File: src/hw/rtl/evcsc_pkg.sv
package evcsc_pkg;

    localparam int KIND_W   = 3;
    localparam int MODE_W   = 3;
    localparam int AMPS_W   = 7;
    localparam int VOLT_W   = 9;
    localparam int POWER_W  = 16;
    localparam int TIME_W   = 32;
    localparam int IVAL_W   = 16;
    localparam int ENERGY_W = 48;
    localparam int DUTY_W   = 10;
    localparam int CFG_IDX_W  = 3;
    localparam int CFG_DATA_W = 16;

    localparam logic [KIND_W-1:0] KIND_TICK    = 3'd0;
    localparam logic [KIND_W-1:0] KIND_MANUAL  = 3'd1;
    localparam logic [KIND_W-1:0] KIND_REMOTE  = 3'd2;
    localparam logic [KIND_W-1:0] KIND_STOP    = 3'd3;
    localparam logic [KIND_W-1:0] KIND_ENABLE  = 3'd4;
    localparam logic [KIND_W-1:0] KIND_DISABLE = 3'd5;

    localparam logic [MODE_W-1:0] MODE_DISABLED = 3'd0;
    localparam logic [MODE_W-1:0] MODE_IDLE     = 3'd1;
    localparam logic [MODE_W-1:0] MODE_WAIT     = 3'd2;
    localparam logic [MODE_W-1:0] MODE_CHARGING = 3'd3;
    localparam logic [MODE_W-1:0] MODE_FAULT    = 3'd4;

    localparam logic [CFG_IDX_W-1:0] CFG_CURRENT_LIMIT  = 3'd0;
    localparam logic [CFG_IDX_W-1:0] CFG_CHARGE_VOLTAGE = 3'd1;
    localparam logic [CFG_IDX_W-1:0] CFG_CHARGE_CURRENT = 3'd2;
    localparam logic [CFG_IDX_W-1:0] CFG_GRID_VOLTAGE   = 3'd3;
    localparam logic [CFG_IDX_W-1:0] CFG_METER_INTERVAL = 3'd4;

    localparam logic [AMPS_W-1:0] DUTY_PCT_MIN = 7'd10;
    localparam logic [AMPS_W-1:0] DUTY_PCT_MAX = 7'd80;

    // Division by 100 is a multiply by a rounded-up reciprocal and a shift.
    localparam int DIV100_SHIFT = 30;
    localparam int DIV100_W     = 24;
    localparam logic [DIV100_W-1:0] DIV100_MUL = DIV100_W'(((64'd1 << DIV100_SHIFT) + 64'd99) / 64'd100);

    typedef struct packed {
        logic capture;
        logic eval;
        logic mul1;
        logic mul2;
        logic acc;
        logic load;
    } evcsc_cmd_t;

    typedef struct packed {
        logic out_blocked;
    } evcsc_status_t;

endpackage

File: src/hw/rtl/ev_charge_session_controller_unit.sv
// Each transaction is accepted while the sequencer is idle and then steps through the eval, mul1,
// mul2, acc and done states; a new one is accepted only after its result is loaded at done.
// The sequencer steps serially through the power and energy multipliers and the
// saturating 48-bit energy adder; a stalled result holds the next one at its final step.
// Reset is asynchronous and active low: mode idle, registers at their reset values, no result.
module ev_charge_session_controller_unit
    import evcsc_pkg::*;
#(
    parameter int DUTY_BITS = 10,
    parameter int MIN_AMPS  = 6,
    parameter int MAX_AMPS  = 32
)
(
    input  logic                  clk,
    input  logic                  rst_n,
    input  logic                  cfg_we,
    input  logic [CFG_IDX_W-1:0]  cfg_index,
    input  logic [CFG_DATA_W-1:0] cfg_data,
    input  logic                  in_valid,
    output logic                  in_stall,
    input  logic [KIND_W-1:0]     kind,
    input  logic [TIME_W-1:0]     now_ms,
    input  logic                  safety_ok,
    input  logic                  car_present,
    output logic                  out_valid,
    input  logic                  out_stall,
    output logic [MODE_W-1:0]     charger_state,
    output logic                  contactor_closed,
    output logic [DUTY_W-1:0]     pilot_duty,
    output logic [VOLT_W-1:0]     sample_voltage,
    output logic [AMPS_W-1:0]     sample_current,
    output logic [POWER_W-1:0]    sample_power,
    output logic [ENERGY_W-1:0]   session_energy,
    output logic                  sample_taken
);

    evcsc_cmd_t    cmd;
    evcsc_status_t status;
    logic          busy;

    evcsc_ctrl u_ctrl (
        .clk      (clk),
        .rst_n    (rst_n),
        .in_valid (in_valid),
        .status   (status),
        .cmd      (cmd),
        .busy     (busy)
    );

    evcsc_datapath #(
        .DUTY_BITS (DUTY_BITS),
        .MIN_AMPS  (MIN_AMPS),
        .MAX_AMPS  (MAX_AMPS)
    ) u_datapath (
        .clk              (clk),
        .rst_n            (rst_n),
        .cmd              (cmd),
        .status           (status),
        .cfg_we           (cfg_we),
        .cfg_index        (cfg_index),
        .cfg_data         (cfg_data),
        .kind             (kind),
        .now_ms           (now_ms),
        .safety_ok        (safety_ok),
        .car_present      (car_present),
        .out_valid        (out_valid),
        .out_stall        (out_stall),
        .charger_state    (charger_state),
        .contactor_closed (contactor_closed),
        .pilot_duty       (pilot_duty),
        .sample_voltage   (sample_voltage),
        .sample_current   (sample_current),
        .sample_power     (sample_power),
        .session_energy   (session_energy),
        .sample_taken     (sample_taken)
    );

    assign in_stall = busy;

    a_accept_then_busy: assert property (@(posedge clk) disable iff (!rst_n)
        (in_valid && !in_stall) |=> in_stall)
        else $error("transaction accepted without the sequencer starting");

    a_contactor_mode: assert property (@(posedge clk) disable iff (!rst_n)
        out_valid |-> (contactor_closed == (charger_state == MODE_CHARGING)))
        else $error("contactor does not follow the charging mode");

    a_disabled_duty: assert property (@(posedge clk) disable iff (!rst_n)
        (out_valid && (charger_state == MODE_DISABLED)) |-> (pilot_duty == '0))
        else $error("pilot duty nonzero while disabled");

    a_no_result_while_busy_start: assert property (@(posedge clk) disable iff (!rst_n)
        (in_valid && !in_stall && !out_valid) |=> !out_valid)
        else $error("result appeared one cycle after acceptance");

endmodule

File: src/hw/rtl/evcsc_ctrl.sv
module evcsc_ctrl
    import evcsc_pkg::*;
(
    input  logic          clk,
    input  logic          rst_n,
    input  logic          in_valid,
    input  evcsc_status_t status,
    output evcsc_cmd_t    cmd,
    output logic          busy
);

    typedef enum logic [5:0] {
        ST_IDLE = 6'b000001,
        ST_EVAL = 6'b000010,
        ST_MUL1 = 6'b000100,
        ST_MUL2 = 6'b001000,
        ST_ACC  = 6'b010000,
        ST_DONE = 6'b100000
    } ctrl_state_t;

    ctrl_state_t state_reg;
    ctrl_state_t state_next;

    always_comb
    begin
        state_next = state_reg;
        cmd        = '0;
        case (state_reg)
            ST_IDLE:
            begin
                if (in_valid)
                begin
                    cmd.capture = 1'b1;
                    state_next  = ST_EVAL;
                end
            end
            ST_EVAL:
            begin
                cmd.eval   = 1'b1;
                state_next = ST_MUL1;
            end
            ST_MUL1:
            begin
                cmd.mul1   = 1'b1;
                state_next = ST_MUL2;
            end
            ST_MUL2:
            begin
                cmd.mul2   = 1'b1;
                state_next = ST_ACC;
            end
            ST_ACC:
            begin
                cmd.acc    = 1'b1;
                state_next = ST_DONE;
            end
            ST_DONE:
            begin
                if (!status.out_blocked)
                begin
                    cmd.load   = 1'b1;
                    state_next = ST_IDLE;
                end
            end
            default:
            begin
                state_next = ST_IDLE;
            end
        endcase
    end

    always_ff @(posedge clk or negedge rst_n)
    begin
        if (!rst_n)
        begin
            state_reg <= ST_IDLE;
        end
        else
        begin
            state_reg <= state_next;
        end
    end

    assign busy = (state_reg != ST_IDLE);

endmodule

File: src/hw/rtl/evcsc_datapath.sv
module evcsc_datapath
    import evcsc_pkg::*;
#(
    parameter int DUTY_BITS = 10,
    parameter int MIN_AMPS  = 6,
    parameter int MAX_AMPS  = 32
)
(
    input  logic                  clk,
    input  logic                  rst_n,
    input  evcsc_cmd_t            cmd,
    output evcsc_status_t         status,
    input  logic                  cfg_we,
    input  logic [CFG_IDX_W-1:0]  cfg_index,
    input  logic [CFG_DATA_W-1:0] cfg_data,
    input  logic [KIND_W-1:0]     kind,
    input  logic [TIME_W-1:0]     now_ms,
    input  logic                  safety_ok,
    input  logic                  car_present,
    output logic                  out_valid,
    input  logic                  out_stall,
    output logic [MODE_W-1:0]     charger_state,
    output logic                  contactor_closed,
    output logic [DUTY_W-1:0]     pilot_duty,
    output logic [VOLT_W-1:0]     sample_voltage,
    output logic [AMPS_W-1:0]     sample_current,
    output logic [POWER_W-1:0]    sample_power,
    output logic [ENERGY_W-1:0]   session_energy,
    output logic                  sample_taken
);

    localparam int PW = DUTY_BITS + AMPS_W;
    localparam int QW = PW + DIV100_W;
    localparam logic [DUTY_BITS-1:0] DUTY_FULL = '1;

    logic [AMPS_W-1:0]   cfg_limit_reg;
    logic [VOLT_W-1:0]   cfg_cv_reg;
    logic [AMPS_W-1:0]   cfg_cc_reg;
    logic [VOLT_W-1:0]   cfg_gv_reg;
    logic [IVAL_W-1:0]   cfg_ival_reg;

    logic [KIND_W-1:0]   kind_reg;
    logic [TIME_W-1:0]   now_reg;
    logic                safe_reg;
    logic                car_reg;

    logic [MODE_W-1:0]   mode_reg;
    logic [MODE_W-1:0]   mode_next;
    logic                start_pend_reg;
    logic                start_pend_next;
    logic                stop_pend_reg;
    logic                stop_pend_next;
    logic                begin_next;
    logic                sample_next;
    logic                sample_reg;
    logic [TIME_W-1:0]   last_meter_reg;
    logic [TIME_W-1:0]   last_energy_reg;
    logic [ENERGY_W-1:0] energy_reg;
    logic [VOLT_W-1:0]   held_v_reg;
    logic [AMPS_W-1:0]   held_i_reg;
    logic [POWER_W-1:0]  held_p_reg;

    logic [AMPS_W-1:0]   amps_clamp;
    logic [AMPS_W-1:0]   amps_pct;
    logic [AMPS_W-1:0]   amps_reg;
    logic [TIME_W-1:0]   dt_reg;
    logic [ENERGY_W-1:0] add_next;
    logic [ENERGY_W-1:0] add_reg;
    logic [ENERGY_W:0]   energy_sum;
    logic [PW-1:0]       duty_p_reg;
    logic [QW-1:0]       duty_prod;
    logic [PW-1:0]       duty_q_reg;
    logic                can_start;
    logic [VOLT_W-1:0]   v_sel;
    logic [AMPS_W-1:0]   i_sel;

    logic                out_valid_reg;
    logic [MODE_W-1:0]   out_state_reg;
    logic [DUTY_W-1:0]   out_duty_reg;
    logic [VOLT_W-1:0]   out_v_reg;
    logic [AMPS_W-1:0]   out_i_reg;
    logic [POWER_W-1:0]  out_p_reg;
    logic [ENERGY_W-1:0] out_e_reg;
    logic                out_sample_reg;

    always_ff @(posedge clk or negedge rst_n)
    begin
        if (!rst_n)
        begin
            cfg_limit_reg <= 7'd16;
            cfg_cv_reg    <= 9'd5;
            cfg_cc_reg    <= 7'd1;
            cfg_gv_reg    <= 9'd230;
            cfg_ival_reg  <= 16'd1000;
        end
        else if (cfg_we)
        begin
            case (cfg_index)
                CFG_CURRENT_LIMIT:  cfg_limit_reg <= cfg_data[AMPS_W-1:0];
                CFG_CHARGE_VOLTAGE: cfg_cv_reg    <= cfg_data[VOLT_W-1:0];
                CFG_CHARGE_CURRENT: cfg_cc_reg    <= cfg_data[AMPS_W-1:0];
                CFG_GRID_VOLTAGE:   cfg_gv_reg    <= cfg_data[VOLT_W-1:0];
                CFG_METER_INTERVAL: cfg_ival_reg  <= cfg_data[IVAL_W-1:0];
                default:
                begin
                end
            endcase
        end
    end

    always_ff @(posedge clk)
    begin
        if (cmd.capture)
        begin
            kind_reg <= kind;
            now_reg  <= now_ms;
            safe_reg <= safety_ok;
            car_reg  <= car_present;
        end
    end

    assign can_start = (mode_reg == MODE_IDLE) || (mode_reg == MODE_WAIT);

    always_comb
    begin
        mode_next       = mode_reg;
        start_pend_next = start_pend_reg;
        stop_pend_next  = stop_pend_reg;
        begin_next      = 1'b0;
        case (kind_reg)
            KIND_TICK:
            begin
                case (mode_reg)
                    MODE_IDLE:
                    begin
                        if (!safe_reg)
                        begin
                            mode_next = MODE_FAULT;
                        end
                        else if (start_pend_reg)
                        begin
                            start_pend_next = 1'b0;
                            mode_next       = MODE_WAIT;
                        end
                    end
                    MODE_WAIT:
                    begin
                        if (!safe_reg)
                        begin
                            mode_next = MODE_FAULT;
                        end
                        else if (!car_reg)
                        begin
                            mode_next = MODE_IDLE;
                        end
                        else if (start_pend_reg)
                        begin
                            begin_next = 1'b1;
                        end
                    end
                    MODE_CHARGING:
                    begin
                        if (!safe_reg || !car_reg || stop_pend_reg)
                        begin
                            mode_next       = safe_reg ? MODE_IDLE : MODE_FAULT;
                            start_pend_next = 1'b0;
                            stop_pend_next  = 1'b0;
                        end
                    end
                    MODE_FAULT:
                    begin
                        if (safe_reg && !car_reg)
                        begin
                            mode_next = MODE_IDLE;
                        end
                    end
                    default:
                    begin
                    end
                endcase
            end
            KIND_MANUAL:
            begin
                if (can_start)
                begin
                    start_pend_next = 1'b1;
                end
            end
            KIND_REMOTE:
            begin
                if (can_start && safe_reg && car_reg)
                begin
                    begin_next = 1'b1;
                end
            end
            KIND_STOP:
            begin
                stop_pend_next = 1'b1;
            end
            KIND_ENABLE, KIND_DISABLE:
            begin
                mode_next       = (kind_reg == KIND_ENABLE) ? MODE_IDLE : MODE_DISABLED;
                start_pend_next = 1'b0;
                stop_pend_next  = 1'b0;
            end
            default:
            begin
            end
        endcase
        if (begin_next)
        begin
            mode_next       = MODE_CHARGING;
            start_pend_next = 1'b0;
        end
    end

    assign sample_next = (kind_reg == KIND_TICK) &&
                         ((now_reg - last_meter_reg) >= {{(TIME_W-IVAL_W){1'b0}}, cfg_ival_reg});

    always_comb
    begin
        if (cfg_limit_reg < AMPS_W'(MIN_AMPS))
        begin
            amps_clamp = AMPS_W'(MIN_AMPS);
        end
        else if (cfg_limit_reg > AMPS_W'(MAX_AMPS))
        begin
            amps_clamp = AMPS_W'(MAX_AMPS);
        end
        else
        begin
            amps_clamp = cfg_limit_reg;
        end
        if (amps_clamp < DUTY_PCT_MIN)
        begin
            amps_pct = DUTY_PCT_MIN;
        end
        else if (amps_clamp > DUTY_PCT_MAX)
        begin
            amps_pct = DUTY_PCT_MAX;
        end
        else
        begin
            amps_pct = amps_clamp;
        end
    end

    assign v_sel      = (mode_reg == MODE_CHARGING) ? cfg_cv_reg : cfg_gv_reg;
    assign i_sel      = (mode_reg == MODE_CHARGING) ? cfg_cc_reg : '0;
    assign add_next   = ENERGY_W'(held_p_reg) * ENERGY_W'(dt_reg);
    assign duty_prod  = QW'(duty_p_reg) * QW'(DIV100_MUL);
    assign energy_sum = {1'b0, energy_reg} + {1'b0, add_reg};

    always_ff @(posedge clk or negedge rst_n)
    begin
        if (!rst_n)
        begin
            mode_reg        <= MODE_IDLE;
            start_pend_reg  <= 1'b0;
            stop_pend_reg   <= 1'b0;
            sample_reg      <= 1'b0;
            last_meter_reg  <= '0;
            last_energy_reg <= '0;
            energy_reg      <= '0;
            held_v_reg      <= '0;
            held_i_reg      <= '0;
            held_p_reg      <= '0;
        end
        else
        begin
            if (cmd.eval)
            begin
                mode_reg       <= mode_next;
                start_pend_reg <= start_pend_next;
                stop_pend_reg  <= stop_pend_next;
                sample_reg     <= sample_next;
                if (sample_next)
                begin
                    last_meter_reg <= now_reg;
                end
                if (begin_next)
                begin
                    energy_reg      <= '0;
                    last_energy_reg <= now_reg;
                end
            end
            if (cmd.mul1 && sample_reg)
            begin
                held_v_reg      <= v_sel;
                held_i_reg      <= i_sel;
                held_p_reg      <= POWER_W'(v_sel) * POWER_W'(i_sel);
                last_energy_reg <= now_reg;
            end
            if (cmd.acc && sample_reg)
            begin
                energy_reg <= energy_sum[ENERGY_W] ? '1 : energy_sum[ENERGY_W-1:0];
            end
        end
    end

    always_ff @(posedge clk)
    begin
        if (cmd.eval)
        begin
            amps_reg <= amps_pct;
        end
        if (cmd.mul1)
        begin
            dt_reg     <= now_reg - last_energy_reg;
            duty_p_reg <= PW'(DUTY_FULL) * PW'(amps_reg);
        end
        if (cmd.mul2)
        begin
            add_reg    <= add_next;
            duty_q_reg <= PW'(duty_prod >> DIV100_SHIFT);
        end
    end

    always_ff @(posedge clk or negedge rst_n)
    begin
        if (!rst_n)
        begin
            out_valid_reg <= 1'b0;
        end
        else if (cmd.load)
        begin
            out_valid_reg <= 1'b1;
        end
        else if (!out_stall)
        begin
            out_valid_reg <= 1'b0;
        end
    end

    always_ff @(posedge clk)
    begin
        if (cmd.load)
        begin
            out_state_reg  <= mode_reg;
            out_duty_reg   <= (mode_reg == MODE_DISABLED) ? '0 : duty_q_reg[DUTY_W-1:0];
            out_v_reg      <= held_v_reg;
            out_i_reg      <= held_i_reg;
            out_p_reg      <= held_p_reg;
            out_e_reg      <= energy_reg;
            out_sample_reg <= sample_reg;
        end
    end

    assign status.out_blocked = out_valid_reg && out_stall;

    assign out_valid        = out_valid_reg;
    assign charger_state    = out_state_reg;
    assign contactor_closed = (out_state_reg == MODE_CHARGING);
    assign pilot_duty       = out_duty_reg;
    assign sample_voltage   = out_v_reg;
    assign sample_current   = out_i_reg;
    assign sample_power     = out_p_reg;
    assign session_energy   = out_e_reg;
    assign sample_taken     = out_sample_reg;

endmodule

File: config.mk
export PLATFORM = sky130hd
export DESIGN_NAME = ev_charge_session_controller_unit
export DESIGN_NICKNAME = d
export VERILOG_FILES = /design/src/hw/rtl/evcsc_pkg.sv /design/src/hw/rtl/ev_charge_session_controller_unit.sv /design/src/hw/rtl/evcsc_ctrl.sv /design/src/hw/rtl/evcsc_datapath.sv
export SDC_FILE = /design/constraint.sdc
export NUM_CORES = 2
export LEC_CHECK = 0
export BUFFER_PORTS_ARGS = -buffer_cell sky130_fd_sc_hd__buf_4
export CAP_MARGIN = 20
export CORE_ASPECT_RATIO = 0.5
export CORE_MARGIN = 2
export CORE_UTILIZATION = 35
export DETAILED_ROUTE_END_ITERATION = 10
export SLEW_MARGIN = 10
export SYNTH_ARGS = -nofsm -noshare
export SYNTH_HDL_FRONTEND = slang
export SYNTH_SLANG_ARGS = --single-unit
export TNS_END_PERCENT = 100
File: constraint.sdc
create_clock -name clk -period 6.3 [get_ports clk]
set_clock_uncertainty 0.2 [all_clocks]
set_input_delay 1.26 -clock clk [delete_from_list [all_inputs] [get_ports clk]]
set_output_delay 1.26 -clock clk [all_outputs]
set_load 0.03 [all_outputs]
Yosys cells after proc, flatten, opt, wreduce, memory -nomap -nowiden
Cells that the tools add are included.
{"block": "word_totals", "reg_bits": 450, "word_cells": 166}
{"block": "classes", "n_reduce_logical": 36, "add_sub_neg": 3, "n_mux": 50, "mul": 4, "n_eq_ne": 34, "n_lt_le_gt_ge": 5}
{"op": "two-way mux 48 bit", "count": 4}
{"op": "two-way mux 32 bit", "count": 3}
{"op": "subtractor 32 bit", "count": 2}
{"op": "adder 48 x 48 -> 49 bit", "count": 1}
{"op": "multiplier 16 x 32 -> 48 bit", "count": 1}
{"op": "multiplier 17 x 24 -> 40 bit, second input constant", "count": 1}
{"op": "one-hot mux 6 bit (6 select lines)", "count": 1}
{"op": "greater-or-equal comparator 32 x 16 -> 1 bit", "count": 1}
{"op": "two-way mux 7 bit", "count": 4}
{"op": "two-way mux 3 bit", "count": 8}
{"op": "== test 3 x 2 -> 1 bit, second input constant", "count": 7}
{"op": "two-way mux 1 bit", "count": 21}
{"op": "AND reduction 2 bit", "count": 9}
{"op": "multiplier 10 x 7 -> 17 bit, first input constant", "count": 1}
{"op": "multiplier 9 x 7 -> 16 bit", "count": 1}
{"op": "!= test 4 x 2 -> 1 bit, second input constant", "count": 4}
{"op": "== test 3 bit, second input constant", "count": 4}
{"op": "two-way mux 6 bit", "count": 2}
{"op": "one-hot mux 3 bit (4 select lines)", "count": 1}
{"op": "!= test 5 bit, second input constant", "count": 2}
{"op": "== test 3 x 1 -> 1 bit, second input constant", "count": 3}
{"op": "zero test 3 bit", "count": 3}
{"op": "two-way mux 9 bit", "count": 1}
{"op": "nonzero test 2 bit", "count": 4}
{"op": "other kinds (27)", "count": 43}

Longest topological paths before layout
{"block": "logic_depth", "depth_word": 9, "mapped_depth": 26}

Hierarchy
From an unflattened synthesis, not the netlist that was laid out.
{"block": "unflattened", "hier_cells": 4732, "hier_area_um2": 47382.9}
{"mod": "evcsc_datapath", "instances": 1, "cells_each": 4697, "area_each_um2": 47037.6}
{"mod": "evcsc_ctrl", "instances": 1, "cells_each": 35, "area_each_um2": 345.3}

Worst setup path after synthesis
OpenSTA, ideal clock, no wires.
{"block": "synth_timing", "path_kind": "reg-to-reg", "startpoint": "register u_datapath.held_p_reg[1]", "endpoint": "register u_datapath.add_reg[40], data pin", "setup_time_ns": 0.264, "required_ns": 5.836, "stages_incl_launch_ff": 24, "setup_slack_ns": -0.666, "t_arrival_ns": 6.502, "cell_sequence": "dfrtp_1 -> clkbuf_1 -> nand2_1 -> fa_1 -> fa_1 -> inv_1 -> fa_1 -> fa_1 -> fa_1 -> inv_1 -> fa_1 -> inv_1 -> ha_1 -> clkbuf_1 -> nand4_1 -> or2_2 -> nor3_1 -> o21a_1 -> o22ai_1 -> o221a_2 -> or4bb_1 -> nand2_1 -> a31oi_1 -> xnor2_1"}
{"block": "synth_via", "elab_chain_cells": 1}
{"element": "from (decl)", "line_no": "evcsc_datapath.sv:61", "rtl": "logic [POWER_W-1:0] held_p_reg;"}
{"element": "from (signal assigned)", "line_no": "evcsc_datapath.sv:291", "rtl": "held_p_reg <= POWER_W'(v_sel) * POWER_W'(i_sel);"}
{"element": "multiplier 16 x 32 -> 48 bit", "line_no": "evcsc_datapath.sv:250", "rtl": "assign add_next = ENERGY_W'(held_p_reg) * ENERGY_W'(dt_reg);"}
{"element": "via u_datapath.add_next[40]", "line_no": "evcsc_datapath.sv:67", "rtl": "logic [ENERGY_W-1:0] add_next;"}
{"element": "to (signal assigned)", "line_no": "evcsc_datapath.sv:314", "rtl": "add_reg <= add_next;"}
{"element": "to (decl)", "line_no": "evcsc_datapath.sv:68", "rtl": "logic [ENERGY_W-1:0] add_reg;"}
The timed path passes the listed nets, and every way through them passes these cells.
A chain may end at the register's enable or synchronous reset.

Worst setup path in the final report
{"block": "layout_timing", "startpoint": "register u_datapath.dt_reg[13]", "endpoint": "register u_datapath.add_reg[40], data pin"}
{"block": "layout_via", "elab_chain_cells": 1}
{"element": "from (decl)", "line_no": "evcsc_datapath.sv:66", "rtl": "logic [TIME_W-1:0] dt_reg;"}
{"element": "from (signal assigned)", "line_no": "evcsc_datapath.sv:309", "rtl": "dt_reg <= now_reg - last_energy_reg;"}
{"element": "multiplier 16 x 32 -> 48 bit", "line_no": "evcsc_datapath.sv:250"}
{"element": "via u_datapath.add_next[40]", "line_no": "evcsc_datapath.sv:67"}
The timed path passes the listed nets, and every way through them passes these cells.

==> impl_metrics.yaml <==
run_status:
  status: "finished with violations"
  violations: "setup timing"
sta:
  worst_pin_slew_ps: 1108
  period_minus_slack_ps: 6949
  rsz0062_at_grt: "yes"
  finalSetupViolCount: 21
  min_period_over_period_pct: 110.3
  timing.final.ws_setup_ps: -649.3
  hold_viol: 0
  fin_hold_ws_ps: 250.5
  slew_headroom_pct: 25.87
  fmaxAchievable_mhz: 143.9
  slew_violations: 0
detailed_routing:
  detail_route.iter0.violations: 2037
  vias: 33757
  wl_per_cell_microns: 17.44
  drc_errors: 0
  drtPass1Iterations: 6
  ant_nets: 0
  drt-total-wl_mm: 120.6
  routed_via_density: 4.881
global_routing:
  antenna_found_initial: 7
  grt-ovfl-total: 0
  grt_max_degree: 126
  grt_first_pass_wirelength_mm: 193.2
  grt_pass1_vias: 35238
  grt_usage_pct: 17.57
die:
  boundaryPins: 158
  rows: 94
  coreArea_sq_mm: 0.1323
  dieArea_sq_mm: 0.1373
  dieHeight_microns: 263.0
  die_w_microns: 522.0
  initial_core_util_pct: 35.48
clock_network:
  path_clk_slew_ps: 60
  clock-sinks: 450
  cts_inserted_buffers: 49
  cts_tree: "done"
  htree_num_levels: 2
  ctsHoldBuffers: 0
  cts_buffer_depth: 3
  worstSkewPairLatency_ps: 650
  root_buffer: "clkbuf_16"
final_layout:
  final_cell_mix: "inv_1 (833), fa_1 (581), nand2_1 (526), ha_1 (462), buf_4 (459)"
  fin_area_sq_mm: 0.05526
  final_common_cell: "inv_1"
  fin_util_pct: 41.77
  n_antenna_cell: 0
  drive_above_1_share_pct: 17.10
  final_cells: 6916
  area_growth_pct: 17.70
  final_nets: 6248
power:
  power_frac_seq_pct: 19.1
  combPwrFrac_pct: 67.2
  vdd_drop_max_mv: 0.6010
  switching_share_pct: 43.80
  cellPowerDensity_mw_per_mm2: 404.7
  leakage_uw: 0.02617
  p_clk_share_pct: 13.7
  p_sw_uw: 9797
  intPower_uw: 12570
synthesis:
  syn-cell-area_sq_mm: 0.04695
  yosysWarnings: 0
  ys_ff_latch: 450
  synth.largest_area_cell: "fa_1"
  synth_edf_count: 245
  synth_area_per_cell_sq_um: 10.00
  ys_seq_area_share_pct: 26.64
  synth_area_leaders: "fa_1 (26%), edfxtp_1 (16%), ha_1 (13%)"
  ys_types: 75
  ys.flop_type: "edfxtp_1"
  yosysTopAreaCellShare_pct: 25.84
  syn-num-nets: 5841
  synth-async-reset-ratio_pct: 45.56
  netlist_instances: 4693
setup_path:
  cp_max_fo: 6
  end_kind: "flop"
  r2r_slack_ps: -650
  cp.arrival_ps: 7090
  cp.required_ps: 6440
  crit_path_start_kind: "flop"
  crit_type: "reg -> reg"
placed_design:
  dpl.hpwl_mm: 98.23
  dp.cells: 6764
  placed_cell_area_sq_mm: 0.05219
  globalplace.congestion: 0.9399
  port_buffers: 157
hold_path:
  hp-class: "reg -> reg"
job:
  max-cap-violations: 0
[cells by family after synthesis]
kind of cell / share of synthesized area, %
mux: 1.911
fa+ha+maj: 38.66
flops: 26.64
compound gates: 9.876
simple gates: 11.52
xor+xnor: 3.209
other cells: 0.007987
buf+inv: 8.173
[power by group through the flow]
stage	sequential [uW]	combinational (uW)	clock [uW]
after floorplan	4180	10300	0
after global placement	4310	13900	0
after detailed placement	4330	14200	0
after CTS	4270	14500	3170
after global routing	4320	17100	3280
final	4270	15000	3060
[synth_stat cells, drive strengths merged, types with 31 or more instances]
cell type / instances
inv: 854
fa: 606
nand2: 539
ha: 481
a21oi: 249
edfxtp: 245
and2: 225
dfrtp: 188
o21ai: 172
clkbuf: 155
nor2: 118
xnor2: 113
a21o: 89
mux2: 69
xor2: 59
a31oi: 53
nand3: 52
nor2b: 39
nor3: 34
o21bai: 32
and3: 31
[repair_timing]
| item | in CTS | in global routing |
|---|---|---|
| buffers inserted | 22 | 42 |
| resized for setup | 95 | 144 |
| pin swaps | 16 | 103 |
| endpoints found under the setup margin | 27 | 41 |
[through the flow]
| step | setup TNS (ps) | setup slack [ps] | total power [uW] |
|---|---|---|---|
| after floorplan | -1278 | -298.0 | 14500 |
| after global routing | -10580 | -847.7 | 24700 |
| final | -6344 | -649.3 | 22370 |
| after detailed placement | -8566 | -758.9 | 18540 |
| after global placement | -6813 | -659.1 | 18260 |
| after CTS | -4808 | -634.0 | 21910 |
[worst max-delay path, cell delays in order, from the launching register on]
cell,delay [ps]
edfxtp_1,480
buf_6,180
and2_4,150
fa_1,530
inv_1,60
fa_1,470
fa_1,510
inv_1,50
fa_1,500
fa_1,490
inv_1,50
fa_1,480
inv_1,60
ha_4,280
nand4_1,140
or2_4,280
nor3_4,200
o21a_1,220
o22ai_2,110
o221a_2,290
or4bb_4,570
nand2_4,120
a31oi_2,90
xnor2_1,140
[final cells by class]
| type | count | area [sq um] |
|---|---|---|
| Fill cell | 12663 | 77050 |
| Multi-Input combinational cell | 3227 | 31420 |
| Sequential cell | 450 | 12530 |
| Timing Repair Buffer | 518 | 4185 |
| Inverter | 854 | 3206 |
| Tap cell | 1776 | 2222 |
| Clock buffer | 61 | 1323 |
| Clock inverter | 30 | 377.9 |
[worst paths after layout]
check	from	endpoint	cells past startpoint
worst max-delay path	u_datapath.dt_reg[13]$_DFFE_PN_	u_datapath.add_reg[40]$_DFFE_PN_	23
worst min-delay path	u_datapath.held_v_reg[1]$_DFFE_PN0P_	u_datapath.sample_voltage[1]$_DFFE_PP_	0
worst max register to register	u_datapath.dt_reg[13]$_DFFE_PN_	u_datapath.add_reg[40]$_DFFE_PN_	23
worst min register to register	u_datapath.held_v_reg[1]$_DFFE_PN0P_	u_datapath.sample_voltage[1]$_DFFE_PP_	0
max in group asynchronous	rst_n	u_datapath.energy_reg[45]$_DFFE_PN0P_	2
min in group asynchronous	rst_n	u_datapath.last_meter_reg[28]$_DFFE_PN0P_	1
[routing by layer]
metal  wire, microns  GRT usage (%)  share of wire, %  vias up
met5              30              0             0.025        -
li1                -              -                 -    16039
met3            7408          3.298               6.1      173
met2           55750          28.65                46      804
met1           55110          24.34                46    16735
met4            2308          3.538               1.9        6
Power figures use the tool's default switching activity.
